===== src/rtl/pixel_rotation_forward_map_top_defines.svh =====
// Assertion macros shared by the pixel rotation forward map RTL.
// Needs a clock named clk and an active-low reset named arst_n in the including scope.
`ifndef PIXEL_ROTATION_FORWARD_MAP_TOP_DEFINES_SVH
`define PIXEL_ROTATION_FORWARD_MAP_TOP_DEFINES_SVH

`ifndef NO_ASSERTIONS

// When ante holds, cons must hold in the same cycle.
`define PRFM_ASSERT_SAME(label, ante, cons) \
	label: assert property (@(posedge clk) disable iff (!arst_n) (ante) |-> (cons)) \
		else $error("prfm same-cycle check failed");

// When ante holds, cons must hold in the following cycle.
`define PRFM_ASSERT_NEXT(label, ante, cons) \
	label: assert property (@(posedge clk) disable iff (!arst_n) (ante) |=> (cons)) \
		else $error("prfm next-cycle check failed");

`else

`define PRFM_ASSERT_SAME(label, ante, cons)
`define PRFM_ASSERT_NEXT(label, ante, cons)

`endif

`endif


===== src/rtl/prfm_pkg.sv =====
// Shared types and constants of the pixel rotation forward map.
// No dependencies; used by every module of the block.
`timescale 1ns / 1ps
`default_nettype none

package prfm_pkg;

	localparam int COL_W   = 10;
	localparam int PIX_W   = 8;
	localparam int SIDE_W  = 11;
	localparam int COEF_W  = 16;
	localparam int ADDR_W  = 20;
	localparam int CFG_IDX_W = 2;

	// Offset from the center: a column minus up to 512, kept signed.
	localparam int OFS_W  = COL_W + 2;
	localparam int PROD_W = OFS_W + COEF_W;
	localparam int SUM_W  = PROD_W + 1;

	typedef enum logic [CFG_IDX_W-1:0] {
		REG_SIDE_LENGTH = 2'd0,
		REG_COS         = 2'd1,
		REG_SIN         = 2'd2
	} cfg_reg_t;

	// Rotated but still unscaled coordinates.
	typedef struct packed {
		logic                     valid;
		logic signed [SUM_W-1:0]  sum_x;
		logic signed [SUM_W-1:0]  sum_y;
		logic [COL_W-1:0]         center;
		logic [SIDE_W-1:0]        side;
		logic [PIX_W-1:0]         pixel;
	} rot_t;

	// Destination position after rounding and the bounds check.
	typedef struct packed {
		logic               valid;
		logic               in_image;
		logic [SIDE_W-1:0]  nx;
		logic [SIDE_W-1:0]  ny;
		logic [SIDE_W-1:0]  side;
		logic [PIX_W-1:0]   pixel;
	} pos_t;

endpackage

`default_nettype wire


===== src/rtl/pixel_rotation_forward_map_top.sv =====
// Top level of the pixel rotation forward map: configuration registers, stall control
// and the six-stage pipeline. Depends on prfm_pkg, prfm_rotate, prfm_round, prfm_addr
// and pixel_rotation_forward_map_top_defines.svh.
//
// The block maps each source pixel of a square image to its position after a rotation
// about the center (side / 2). The offset from the center is rotated by the configured
// cosine and sine, rounded half away from zero, moved back by the center and checked
// against the image; the result carries the destination column, row, linear address
// row * side + column and the pixel, with write_enable telling whether the position lies
// inside the image (the position fields are zero when it does not). One item is taken
// every clock unless the output stalls; the stages are one offset stage, one multiply
// stage with four 12 x 16 multipliers, one sum stage, two rounding and bounds stages
// and one address stage. When the output item is not taken the whole pipeline holds,
// so back-pressure reaches s_tready in the same cycle. There is no clearing pass after
// reset. Write the configuration only while no item is in flight.
`timescale 1ns / 1ps
`default_nettype none
`include "pixel_rotation_forward_map_top_defines.svh"

module pixel_rotation_forward_map_top import prfm_pkg::*; #(
	parameter int MAX_SIDE       = 1024,
	parameter int TRIG_FRAC_BITS = 14
) (
	input  wire logic                  clk,
	input  wire logic                  arst_n,
	// Configuration write port.
	input  wire logic                  cfg_we,
	input  wire logic [CFG_IDX_W-1:0]  cfg_index,
	input  wire logic [COEF_W-1:0]     cfg_data,
	// Input items.
	input  wire logic                  s_tvalid,
	output logic                       s_tready,
	input  wire logic [31:0]           s_tdata,   // src_col, src_row, pixel_value, zero pad
	// Result items.
	output logic                       m_tvalid,
	input  wire logic                  m_tready,
	output logic [47:0]                m_tdata,   // dest_col, dest_row, dest_address, pixel_out
	output logic [0:0]                 m_tuser    // write_enable
);

	logic [SIDE_W-1:0]        side_q;
	logic signed [COEF_W-1:0] cos_q;
	logic signed [COEF_W-1:0] sin_q;

	logic              en;
	rot_t              rot;
	pos_t              pos;
	logic [COL_W-1:0]  dest_col, dest_row;
	logic [ADDR_W-1:0] dest_address;
	logic [PIX_W-1:0]  pixel_out;
	logic              write_enable;

	// Configuration registers; writes to an index beyond the list are dropped.
	always_ff @(posedge clk or negedge arst_n) begin
		if (!arst_n) begin
			side_q <= SIDE_W'(512);
			cos_q  <= COEF_W'(16384);
			sin_q  <= '0;
		end else if (cfg_we) begin
			case (cfg_index)
				REG_SIDE_LENGTH: side_q <= SIDE_W'(cfg_data);
				REG_COS:         cos_q  <= cfg_data;
				REG_SIN:         sin_q  <= cfg_data;
				default:         ;
			endcase
		end
	end

	// All stages move together unless the output holds an item that is not taken.
	assign en       = !m_tvalid || m_tready;
	assign s_tready = en;

	prfm_rotate #(
		.MAX_SIDE (MAX_SIDE)
	) u_rotate (
		.clk         (clk),
		.arst_n      (arst_n),
		.en          (en),
		.in_valid    (s_tvalid),
		.src_col     (s_tdata[9:0]),
		.src_row     (s_tdata[19:10]),
		.pixel_value (s_tdata[27:20]),
		.side_length (side_q),
		.cos_q       (cos_q),
		.sin_q       (sin_q),
		.rot         (rot)
	);

	prfm_round #(
		.TRIG_FRAC_BITS (TRIG_FRAC_BITS)
	) u_round (
		.clk    (clk),
		.arst_n (arst_n),
		.en     (en),
		.rot    (rot),
		.pos    (pos)
	);

	prfm_addr u_addr (
		.clk          (clk),
		.arst_n       (arst_n),
		.en           (en),
		.pos          (pos),
		.out_valid    (m_tvalid),
		.dest_col     (dest_col),
		.dest_row     (dest_row),
		.dest_address (dest_address),
		.pixel_out    (pixel_out),
		.write_enable (write_enable)
	);

	assign m_tdata = {pixel_out, dest_address, dest_row, dest_col};
	assign m_tuser = write_enable;

	// An item outside the image carries zero position fields.
	`PRFM_ASSERT_SAME(a_outside_zero, m_tvalid && !write_enable, m_tdata[39:0] == 40'd0)
	// A stalled output also stalls the input side.
	`PRFM_ASSERT_SAME(a_stall_blocks_input, m_tvalid && !m_tready, !s_tready)
	// An accepted item occupies the first stage on the next cycle.
	`PRFM_ASSERT_NEXT(a_accept_fills_s1, s_tvalid && s_tready, u_rotate.v_s1)

endmodule

`default_nettype wire


===== src/rtl/prfm_rotate.sv =====
// Stages 1 to 3: center offsets, the four coefficient products and the rotation sums.
// Depends on prfm_pkg.
`timescale 1ns / 1ps
`default_nettype none

module prfm_rotate import prfm_pkg::*; #(
	parameter int MAX_SIDE = 1024
) (
	input  wire logic                     clk,
	input  wire logic                     arst_n,
	input  wire logic                     en,
	input  wire logic                     in_valid,
	input  wire logic [COL_W-1:0]         src_col,
	input  wire logic [COL_W-1:0]         src_row,
	input  wire logic [PIX_W-1:0]         pixel_value,
	input  wire logic [SIDE_W-1:0]        side_length,
	input  wire logic signed [COEF_W-1:0] cos_q,
	input  wire logic signed [COEF_W-1:0] sin_q,
	output rot_t                          rot
);

	logic [SIDE_W-1:0] side_eff;
	logic [COL_W-1:0]  center;

	logic                     v_s1, v_s2, v_s3;
	logic signed [OFS_W-1:0]  dx_s1, dy_s1;
	logic [COL_W-1:0]         c_s1, c_s2, c_s3;
	logic [SIDE_W-1:0]        side_s1, side_s2, side_s3;
	logic [PIX_W-1:0]         pix_s1, pix_s2, pix_s3;
	logic signed [PROD_W-1:0] xc_s2, ys_s2, xs_s2, yc_s2;
	logic signed [SUM_W-1:0]  sx_s3, sy_s3;

	// Sides above the supported maximum saturate to it.
	assign side_eff = (32'(side_length) > MAX_SIDE) ? SIDE_W'(MAX_SIDE) : side_length;
	assign center   = side_eff[SIDE_W-1:1];

	always_ff @(posedge clk or negedge arst_n) begin
		if (!arst_n) begin
			v_s1 <= 1'b0;
			v_s2 <= 1'b0;
			v_s3 <= 1'b0;
		end else if (en) begin
			v_s1 <= in_valid;
			v_s2 <= v_s1;
			v_s3 <= v_s2;
		end
	end

	always_ff @(posedge clk) begin
		if (en) begin
			dx_s1   <= $signed({2'b00, src_col}) - $signed({2'b00, center});
			dy_s1   <= $signed({2'b00, src_row}) - $signed({2'b00, center});
			c_s1    <= center;
			side_s1 <= side_eff;
			pix_s1  <= pixel_value;

			xc_s2   <= PROD_W'(dx_s1 * cos_q);
			ys_s2   <= PROD_W'(dy_s1 * sin_q);
			xs_s2   <= PROD_W'(dx_s1 * sin_q);
			yc_s2   <= PROD_W'(dy_s1 * cos_q);
			c_s2    <= c_s1;
			side_s2 <= side_s1;
			pix_s2  <= pix_s1;

			sx_s3   <= SUM_W'(xc_s2) - SUM_W'(ys_s2);
			sy_s3   <= SUM_W'(xs_s2) + SUM_W'(yc_s2);
			c_s3    <= c_s2;
			side_s3 <= side_s2;
			pix_s3  <= pix_s2;
		end
	end

	assign rot.valid  = v_s3;
	assign rot.sum_x  = sx_s3;
	assign rot.sum_y  = sy_s3;
	assign rot.center = c_s3;
	assign rot.side   = side_s3;
	assign rot.pixel  = pix_s3;

endmodule

`default_nettype wire


===== src/rtl/prfm_round.sv =====
// Stages 4 and 5: scale down with rounding half away from zero, add the center back
// and check the bounds. Depends on prfm_pkg.
`timescale 1ns / 1ps
`default_nettype none

module prfm_round import prfm_pkg::*; #(
	parameter int TRIG_FRAC_BITS = 14
) (
	input  wire logic clk,
	input  wire logic arst_n,
	input  wire logic en,
	input  rot_t      rot,
	output pos_t      pos
);

	localparam int RND_W = SUM_W + 1;
	localparam int Q_W   = RND_W - TRIG_FRAC_BITS;
	localparam int NX_W  = Q_W + 2;
	localparam logic [RND_W-1:0] HALF = RND_W'(1) << (TRIG_FRAC_BITS - 1);

	// Magnitude of v, plus one half, shifted down by the fraction bits.
	function automatic logic [Q_W-1:0] round_mag(input logic signed [SUM_W-1:0] v);
		logic [SUM_W-1:0] mag;
		logic [RND_W-1:0] sum;
		mag = v[SUM_W-1] ? SUM_W'(-v) : SUM_W'(v);
		sum = RND_W'(mag) + HALF;
		return Q_W'(sum >> TRIG_FRAC_BITS);
	endfunction

	logic                  v_s4, v_s5;
	logic                  negx_s4, negy_s4;
	logic [Q_W-1:0]        qx_s4, qy_s4;
	logic [COL_W-1:0]      c_s4;
	logic [SIDE_W-1:0]     side_s4, side_s5;
	logic [PIX_W-1:0]      pix_s4, pix_s5;
	logic                  in_s5;
	logic [SIDE_W-1:0]     nx_s5, ny_s5;

	logic signed [NX_W-1:0] cen, side_s, nx, ny;

	assign cen    = signed'(NX_W'(c_s4));
	assign side_s = signed'(NX_W'(side_s4));
	assign nx     = negx_s4 ? cen - signed'(NX_W'(qx_s4)) : cen + signed'(NX_W'(qx_s4));
	assign ny     = negy_s4 ? cen - signed'(NX_W'(qy_s4)) : cen + signed'(NX_W'(qy_s4));

	always_ff @(posedge clk or negedge arst_n) begin
		if (!arst_n) begin
			v_s4 <= 1'b0;
			v_s5 <= 1'b0;
		end else if (en) begin
			v_s4 <= rot.valid;
			v_s5 <= v_s4;
		end
	end

	always_ff @(posedge clk) begin
		if (en) begin
			negx_s4 <= rot.sum_x[SUM_W-1];
			negy_s4 <= rot.sum_y[SUM_W-1];
			qx_s4   <= round_mag(rot.sum_x);
			qy_s4   <= round_mag(rot.sum_y);
			c_s4    <= rot.center;
			side_s4 <= rot.side;
			pix_s4  <= rot.pixel;

			in_s5   <= !nx[NX_W-1] && (nx < side_s) && !ny[NX_W-1] && (ny < side_s);
			nx_s5   <= SIDE_W'(nx);
			ny_s5   <= SIDE_W'(ny);
			side_s5 <= side_s4;
			pix_s5  <= pix_s4;
		end
	end

	assign pos.valid    = v_s5;
	assign pos.in_image = in_s5;
	assign pos.nx       = nx_s5;
	assign pos.ny       = ny_s5;
	assign pos.side     = side_s5;
	assign pos.pixel    = pix_s5;

endmodule

`default_nettype wire


===== src/rtl/prfm_addr.sv =====
// Stage 6: linear write address and the registered result fields.
// Depends on prfm_pkg.
`timescale 1ns / 1ps
`default_nettype none

module prfm_addr import prfm_pkg::*; (
	input  wire logic               clk,
	input  wire logic               arst_n,
	input  wire logic               en,
	input  pos_t                    pos,
	output logic                    out_valid,
	output logic [COL_W-1:0]        dest_col,
	output logic [COL_W-1:0]        dest_row,
	output logic [ADDR_W-1:0]       dest_address,
	output logic [PIX_W-1:0]        pixel_out,
	output logic                    write_enable
);

	localparam int LIN_W = 2 * SIDE_W;

	logic [LIN_W-1:0] lin;

	// The row is below the side whenever the position is inside, so this cannot overflow.
	assign lin = LIN_W'(pos.ny) * LIN_W'(pos.side) + LIN_W'(pos.nx);

	always_ff @(posedge clk or negedge arst_n) begin
		if (!arst_n) begin
			out_valid <= 1'b0;
		end else if (en) begin
			out_valid <= pos.valid;
		end
	end

	always_ff @(posedge clk) begin
		if (en) begin
			pixel_out    <= pos.pixel;
			write_enable <= pos.in_image;
			if (pos.in_image) begin
				dest_col     <= COL_W'(pos.nx);
				dest_row     <= COL_W'(pos.ny);
				dest_address <= ADDR_W'(lin);
			end else begin
				dest_col     <= '0;
				dest_row     <= '0;
				dest_address <= '0;
			end
		end
	end

endmodule

`default_nettype wire


===== config.mk =====
export PLATFORM = sky130hd
export DESIGN_NAME = pixel_rotation_forward_map_top
export DESIGN_NICKNAME = d
export VERILOG_FILES = /design/src/rtl/prfm_pkg.sv /design/src/rtl/pixel_rotation_forward_map_top.sv /design/src/rtl/prfm_rotate.sv /design/src/rtl/prfm_round.sv /design/src/rtl/prfm_addr.sv
export VERILOG_INCLUDE_DIRS = /design/src /design/src/rtl
export SDC_FILE = /design/constraint.sdc
export NUM_CORES = 2
export LEC_CHECK = 0
export ABC_CLOCK_PERIOD_IN_PS = 14300
export BUFFER_PORTS_ARGS = -buffer_cell sky130_fd_sc_hd__buf_2
export CELL_PAD_IN_SITES_DETAIL_PLACEMENT = 1
export CELL_PAD_IN_SITES_GLOBAL_PLACEMENT = 2
export CORE_UTILIZATION = 39
export DETAILED_ROUTE_END_ITERATION = 10
export GPL_ROUTABILITY_DRIVEN = 0
export MAX_ROUTING_LAYER = met4
export PLACE_DENSITY_LB_ADDON = 0.1
export SYNTH_ARGS = -nofsm -noshare
export SYNTH_HDL_FRONTEND = slang
export SYNTH_SLANG_ARGS = --single-unit

===== constraint.sdc =====
create_clock -name clk -period 14.3 [get_ports clk]
set_input_delay 2.145 -clock clk [delete_from_list [all_inputs] [get_ports clk]]
set_output_delay 2.145 -clock clk [all_outputs]
set_load 0.005 [all_outputs]

# == Yosys cells after proc, flatten, opt, wreduce, memory -nomap -nowiden ==
# Cells that the tools add are included.
# W data, S select, Z words.
# op_classes
n_lt_le_gt_ge,3
n_mul,5
n_eq_ne,2
n_reduce_logical,11
n_mux,5
n_addsub,13
# ops
operator,n
$mul A11 B16 Y27,4
$add A29 B14 Y30 const B,2
$mux W29,2
$neg A29 Y29,2
$lt A18 B12 Y1,2
$mux W18,2
$add A10 B16 Y17,2
$sub A10 B16 Y17,2
$add A28 B28 Y29,1
$sub A28 B28 Y29,1
$sub A10 B10 Y11,2
$add A20 B11 Y20,1
$mul A11 B11 Y20,1
$gt A11 B11 Y1 const B,1
$mux W11,1
$reduce_and A2 Y1,3
$logic_and A1 B1 Y1,3
$logic_not A1 Y1,3
$eq A2 B1 Y1 const B,1
$eq A2 B2 Y1 const B,1
$logic_not A2 Y1,1
$logic_or A1 B1 Y1,1
# word_totals
inputBits,55
output_inout_bits,51
word_cells,82
ff_bits,472

# == Logic depth before layout (Yosys ltp) ==
# depth
word_depth,6
mapped_depth,22
depth_no_buf,22

# == Hierarchy ==
# Synthesis repeated with hierarchy kept, for this count alone.
# hier_totals
cells_unflattened,5109
hier_area_um2,51490.6
# modules_own_cells
module,area_per_inst_um2,seq_area_each_um2,cells_per_inst,n_inst
prfm_rotate,36313.6,7432.1,3655,1
prfm_round,7658.6,3203.1,771,1
prfm_addr,5863.1,1496.4,590,1
pixel_rotation_forward_map_top,1655.3,1078.5,93,1

# == Worst setup path after synthesis ==
# OpenSTA, ideal clock, no wires.
# synth_path
kind,input to output
start,input port m_tready
end,output port s_tready
cell_stages,2
arrival_time_ps,12954
t_required_ps,12155
n_path_buf,1
setup_slack_ps,-799
cell_sequence,nand2b_1 > clkbuf_1
# synth_between
elab_chain_len,1
# synth_rtl
item,line,source
start: declaration,pixel_rotation_forward_map_top.sv:36,"input wire logic m_tready,"
$logic_or A1 B1 Y1,pixel_rotation_forward_map_top.sv:70,assign en = !m_tvalid || m_tready;
end: declaration,pixel_rotation_forward_map_top.sv:32,"output logic s_tready,"
# No other way between the ends.

# == Final worst setup path ==
# layout_path
start,register u_rotate.dx_s1[6]
end,"register u_rotate.xs_s2[26], data pin"
# layout_between
elab_chain_len,1
# layout_rtl
item,line,source
start: declaration,prfm_rotate.sv:26,"logic signed [OFS_W-1:0] dx_s1, dy_s1;"
start signal: assignment,prfm_rotate.sv:51,"dx_s1 <= $signed({2'b00, src_col}) - $signed({2'b00, center});"
$mul A11 B16 Y27,prfm_rotate.sv:59,xs_s2 <= PROD_W'(dx_s1 * sin_q);
end signal: assignment,prfm_rotate.sv:59,
end: declaration,prfm_rotate.sv:30,"logic signed [PROD_W-1:0] xc_s2, ys_s2, xs_s2, yc_s2;"
# No other way between the ends.
# A chain may end at the register's enable or synchronous reset.

==> impl.org <==
** Timing
- Final period demand of the worst path :: 7.06 ns
- Endpoints failing hold :: 0
- In the final timing run, aggregate negative setup slack is 0 ns.
- Headroom to the max-slew limit came out at 0.212.
- Highest achievable clock rate :: 142 MHz
- Unrepaired setup endpoints after global routing :: no
- Setup violations remaining at the end of the flow were counted as 0.
- Across the routed clock network, the largest skew measured is 0.0403 ns.
- Actual slew at the worst max-slew pin :: about 1.2 ns
- In the finished design, the share of the clock period the worst path needs comes to 0.493.
- Final-report max-slew violation count :: 0

** Yosys
- After synthesis, the mean cell area works out to 10.0 um^2.
- In the synthesized netlist the async set-or-reset flop fraction comes to 0.112.
- Of the synthesized area, sequential elements account for 0.254.
- In this run, distinct cell masters in the synthesized netlist total 98.
- Yosys mapped a number of flops with a built-in enable equal to 389.
- In the synthesized netlist the dominant register cell turns out to be edfxtp_1.
- Number of synthesized register bits :: 438
- Number of synthesis warnings :: 0
- Counting every instance in the synthesized netlist gives 5,076.
- Area of the mapped netlist :: 50,900 um^2

** Worst setup path
- By startpoint and endpoint, the worst setup path is classified as reg2reg.
- Worst Setup End Kind :: register
- Critical-path cell with the highest stage delay :: edfxtp_1
- For this run, the slowest stage of the critical path takes roughly 0.86 ns.
- Signal arrival time at the worst endpoint :: 7.42 ns
- Maximum fanout encountered on the critical timing path :: 17
- At the worst endpoint, the required time is around 15 ns.
- CP Cell Sequence :: buf_4 > nand2_1 > fa_1 > fa_1 > fa_1 > inv_1 > fa_1 > inv_1 > fa_1 > inv_1 > ha_1 > o21ai_0 > nand2b_1 > a21oi_1 > a21oi_1 > a311oi_1 > o311ai_0 > a31o_2 > a21oi_1 > xnor2_1
- By instance count, the cell type seen most on the critical path is fa_1.
- CP startpoint kind :: register

** Route
- Dividing the detail-routed wire length by the instance count gives 19.7 um.
- Antenna violation net count after detailed routing :: 0
- Before antenna repair, the detailed router went through 4 iterations.
- Routed vias :: 34,284
- Dividing the detail-routed via count by the number of cells gives 4.97.
- After detailed routing, the number of remaining DRC violations is 0.
- For this block, the initial DRC count from the detailed router was 1,317.
- Wires add up to 136 mm.

** Clocking
- In this run, CTS created clock tree buffers numbering 56.
- Root Buffer Master :: clkbuf_16
- At the later pin of the worst-skew pair, clock insertion delay measures 0.67 ns.
- Total setup buffers inserted after CTS :: 0
- Clock transition at the register clock pins on the worst setup and hold paths after CTS :: 0.06 ns
- Max Buffers Root-to-Sink :: 3
- CTS tree :: built
- Maximum level of the CTS H-tree :: 2
- TritonCTS Sinks :: 438
- Hold-fix buffer count after cts :: 0
- Gates resized during post-CTS repair numbered 0.

** Cells and area
- The final layout contains 6,323 nets.
- Proportion of layout cells with a drive suffix above 1 :: 0.0683
- At the end of the flow the core is filled with cells to 0.426.
- Area occupied by multi-input gates :: 33,500 um^2
- Number of filler cells placed in the layout :: 14,587
- Summing all flip-flop and latch instances after layout gives 12,900 um^2.
- From synthesis to final layout, the design area changed by 8.49%.

** Flow run
- Maximum Capacitance Violations :: 0

** Floorplanning
- Effective utilization at floorplan :: 0.393
- Pin placement for this block handled 106 I/O pins.
- Chip width :: 363 um
- The die is 363 um tall.
- The core region is 129,000 um^2.
- Site row count :: ~130
- Overall die area :: 132,000 um^2

** Worst hold path
- In this run the worst hold path is classified as reg2reg.

** Global routing
- Via count of the first global-routing pass :: 38,691
- Remaining global-route overflow :: 0
- Across every metal layer, demand over resource in global routing totals 0.220.
- First-pass GRT wire length :: 217 mm
- The initial antenna violation count was 7.
- Largest net degree at the start of global routing :: 77

** Place
- Post-detailed-placement half-perimeter wirelength :: 111 mm
- I/O Buffers :: 101

** Outcome
- The flow ran to the end, and the final reports show no timing, DRC or antenna violations.
==> worst paths after layout <==
kind                                   start                  end  slack, ns  cells after the start
setup / recovery           u_rotate.dx_s1[6]   u_rotate.xs_s2[26]       7.24                     20
hold / removal             u_round.pix_s5[6]  u_addr.pixel_out[6]       0.42                      0
setup reg to reg           u_rotate.dx_s1[6]   u_rotate.xs_s2[26]       7.24                     20
hold reg to reg            u_round.pix_s5[6]  u_addr.pixel_out[6]       0.42                      0
max in group asynchronous             arst_n             sin_q[1]      12.11                      2
min in group asynchronous             arst_n     u_addr.out_valid       1.61                      2
==> area by class of cell <==
class,instances,share of cell area
antenna,2,0.0000907
clock inverter,41,0.00850
multi-input combinational,3436,0.606
inverter,1013,0.0689
timing repair buffer,162,0.0175
clock buffer,62,0.0258
tap,1742,0.0395
sequential,438,0.234
==> synth_stat cells (9+ instances only) <==
cell | n | area [um^2]
a211oi_1 | 17 | 128
a21boi_0 | 16 | 120
a21o_1 | 48 | 360
a21oi_1 | 157 | 786
a31oi_1 | 20 | 125
and2_1 | 342 | 2140
and3_1 | 15 | 93.8
clkbuf_1 | 181 | 679
dfrtp_1 | 47 | 1180
edfxtp_1 | 389 | 11700
fa_1 | 746 | 14900
ha_1 | 415 | 5190
inv_1 | 1010 | 3790
mux2_2 | 50 | 563
nand2_1 | 552 | 2070
nand2b_1 | 47 | 294
nand3_1 | 41 | 205
nand4_1 | 9 | 56.3
nor2_1 | 237 | 890
nor2b_1 | 40 | 250
nor3_1 | 59 | 295
nor4_1 | 12 | 75.1
o211ai_1 | 9 | 67.6
o21a_1 | 32 | 240
o21ai_0 | 106 | 531
o21ai_1 | 12 | 60.1
o21bai_1 | 20 | 150
o31ai_1 | 14 | 105
or2_2 | 9 | 56.3
or3_1 | 18 | 113
xnor2_1 | 193 | 1690
xor2_1 | 47 | 412
==> per-stage QoR <==
stage	area (um^2)	hold slack [ns]	setup WS [ns]	instances
after floorplan	50900	0.400	5.00	5077
after global placement	53300	0.401	7.27	6791
after detailed placement	53300	0.406	7.19	6791
after CTS	55200	0.418	7.12	6894
after global routing	55200	0.426	6.81	6895
final	55200	0.415	7.24	6896
==> sequential cells by signal, summed over array words and instances, names as in the netlist, 16 cells and up <==
signal,cells
cos_q,16
u_addr.dest_address,20
u_rotate.xs_s2,27
u_rotate.sy_s3,29
u_rotate.sx_s3,29
sin_q,16
u_rotate.ys_s2,27
u_round.qx_s4,16
u_round.qy_s4,16
u_rotate.yc_s2,27
u_rotate.xc_s2,27
==> critical path, delay by kind of cell (launching register included) <==
family	cells	cell delay, ns
adders and majority gates	6	2.71
and+or+nand+nor	2	0.20
xor gates and xnor gates	1	0.29
buffers and inverters	4	0.51
AOI/OAI and AO/OA	7	2.12
DFF	1	0.86
==> kinds of logic (layout without fill, tap and decap cells) <==
| family | count (synthesis) | after routing | synth area share |
|---|---|---|---|
| flip-flops | 438 | 438 | 0.254 |
| AO/OA/AOI/OAI | 547 | 547 | 0.0708 |
| XOR/XNOR | 240 | 240 | 0.0413 |
| buffers and inverters | 1203 | 1278 | 0.0892 |
| AND/OR/NAND/NOR | 1428 | 1428 | 0.137 |
| other | 1 | 4 | 0.0000737 |
| adder cells (fa/ha/maj) | 1162 | 1162 | 0.396 |
| multiplexers | 57 | 57 | 0.0124 |
==> layout by cell type (no fill, tap or decap), types with 47 or more instances in the layout <==
master | netlist | routed
a21o_1 | 48 | 48
a21oi_1 | 157 | 157
and2_1 | 342 | 342
buf_2 | 4 | 101
buf_4 | 2 | 61
clkbuf_16 | 0 | 56
dfrtp_1 | 47 | 47
edfxtp_1 | 389 | 389
fa_1 | 746 | 746
ha_1 | 415 | 415
inv_1 | 1010 | 1010
mux2_2 | 50 | 50
nand2_1 | 552 | 552
nor2_1 | 237 | 237
nor3_1 | 59 | 59
o21ai_0 | 106 | 106
xnor2_1 | 193 | 193
xor2_1 | 47 | 47
==> layer usage <==
layer | vias up | track usage | part of all wire
met2 | 321 | 0.394 | 0.51
met1 | 17763 | 0.267 | 0.44
met4 | 0 | 0.0523 | 0.023
li1 | 16055 | - | -
met5 | - | - | 0
met3 | 145 | 0.0184 | 0.022
Power is left out: the tool's default activity adds up to more than one toggle a clock period on the data nets, which glitch-free logic cannot reach.
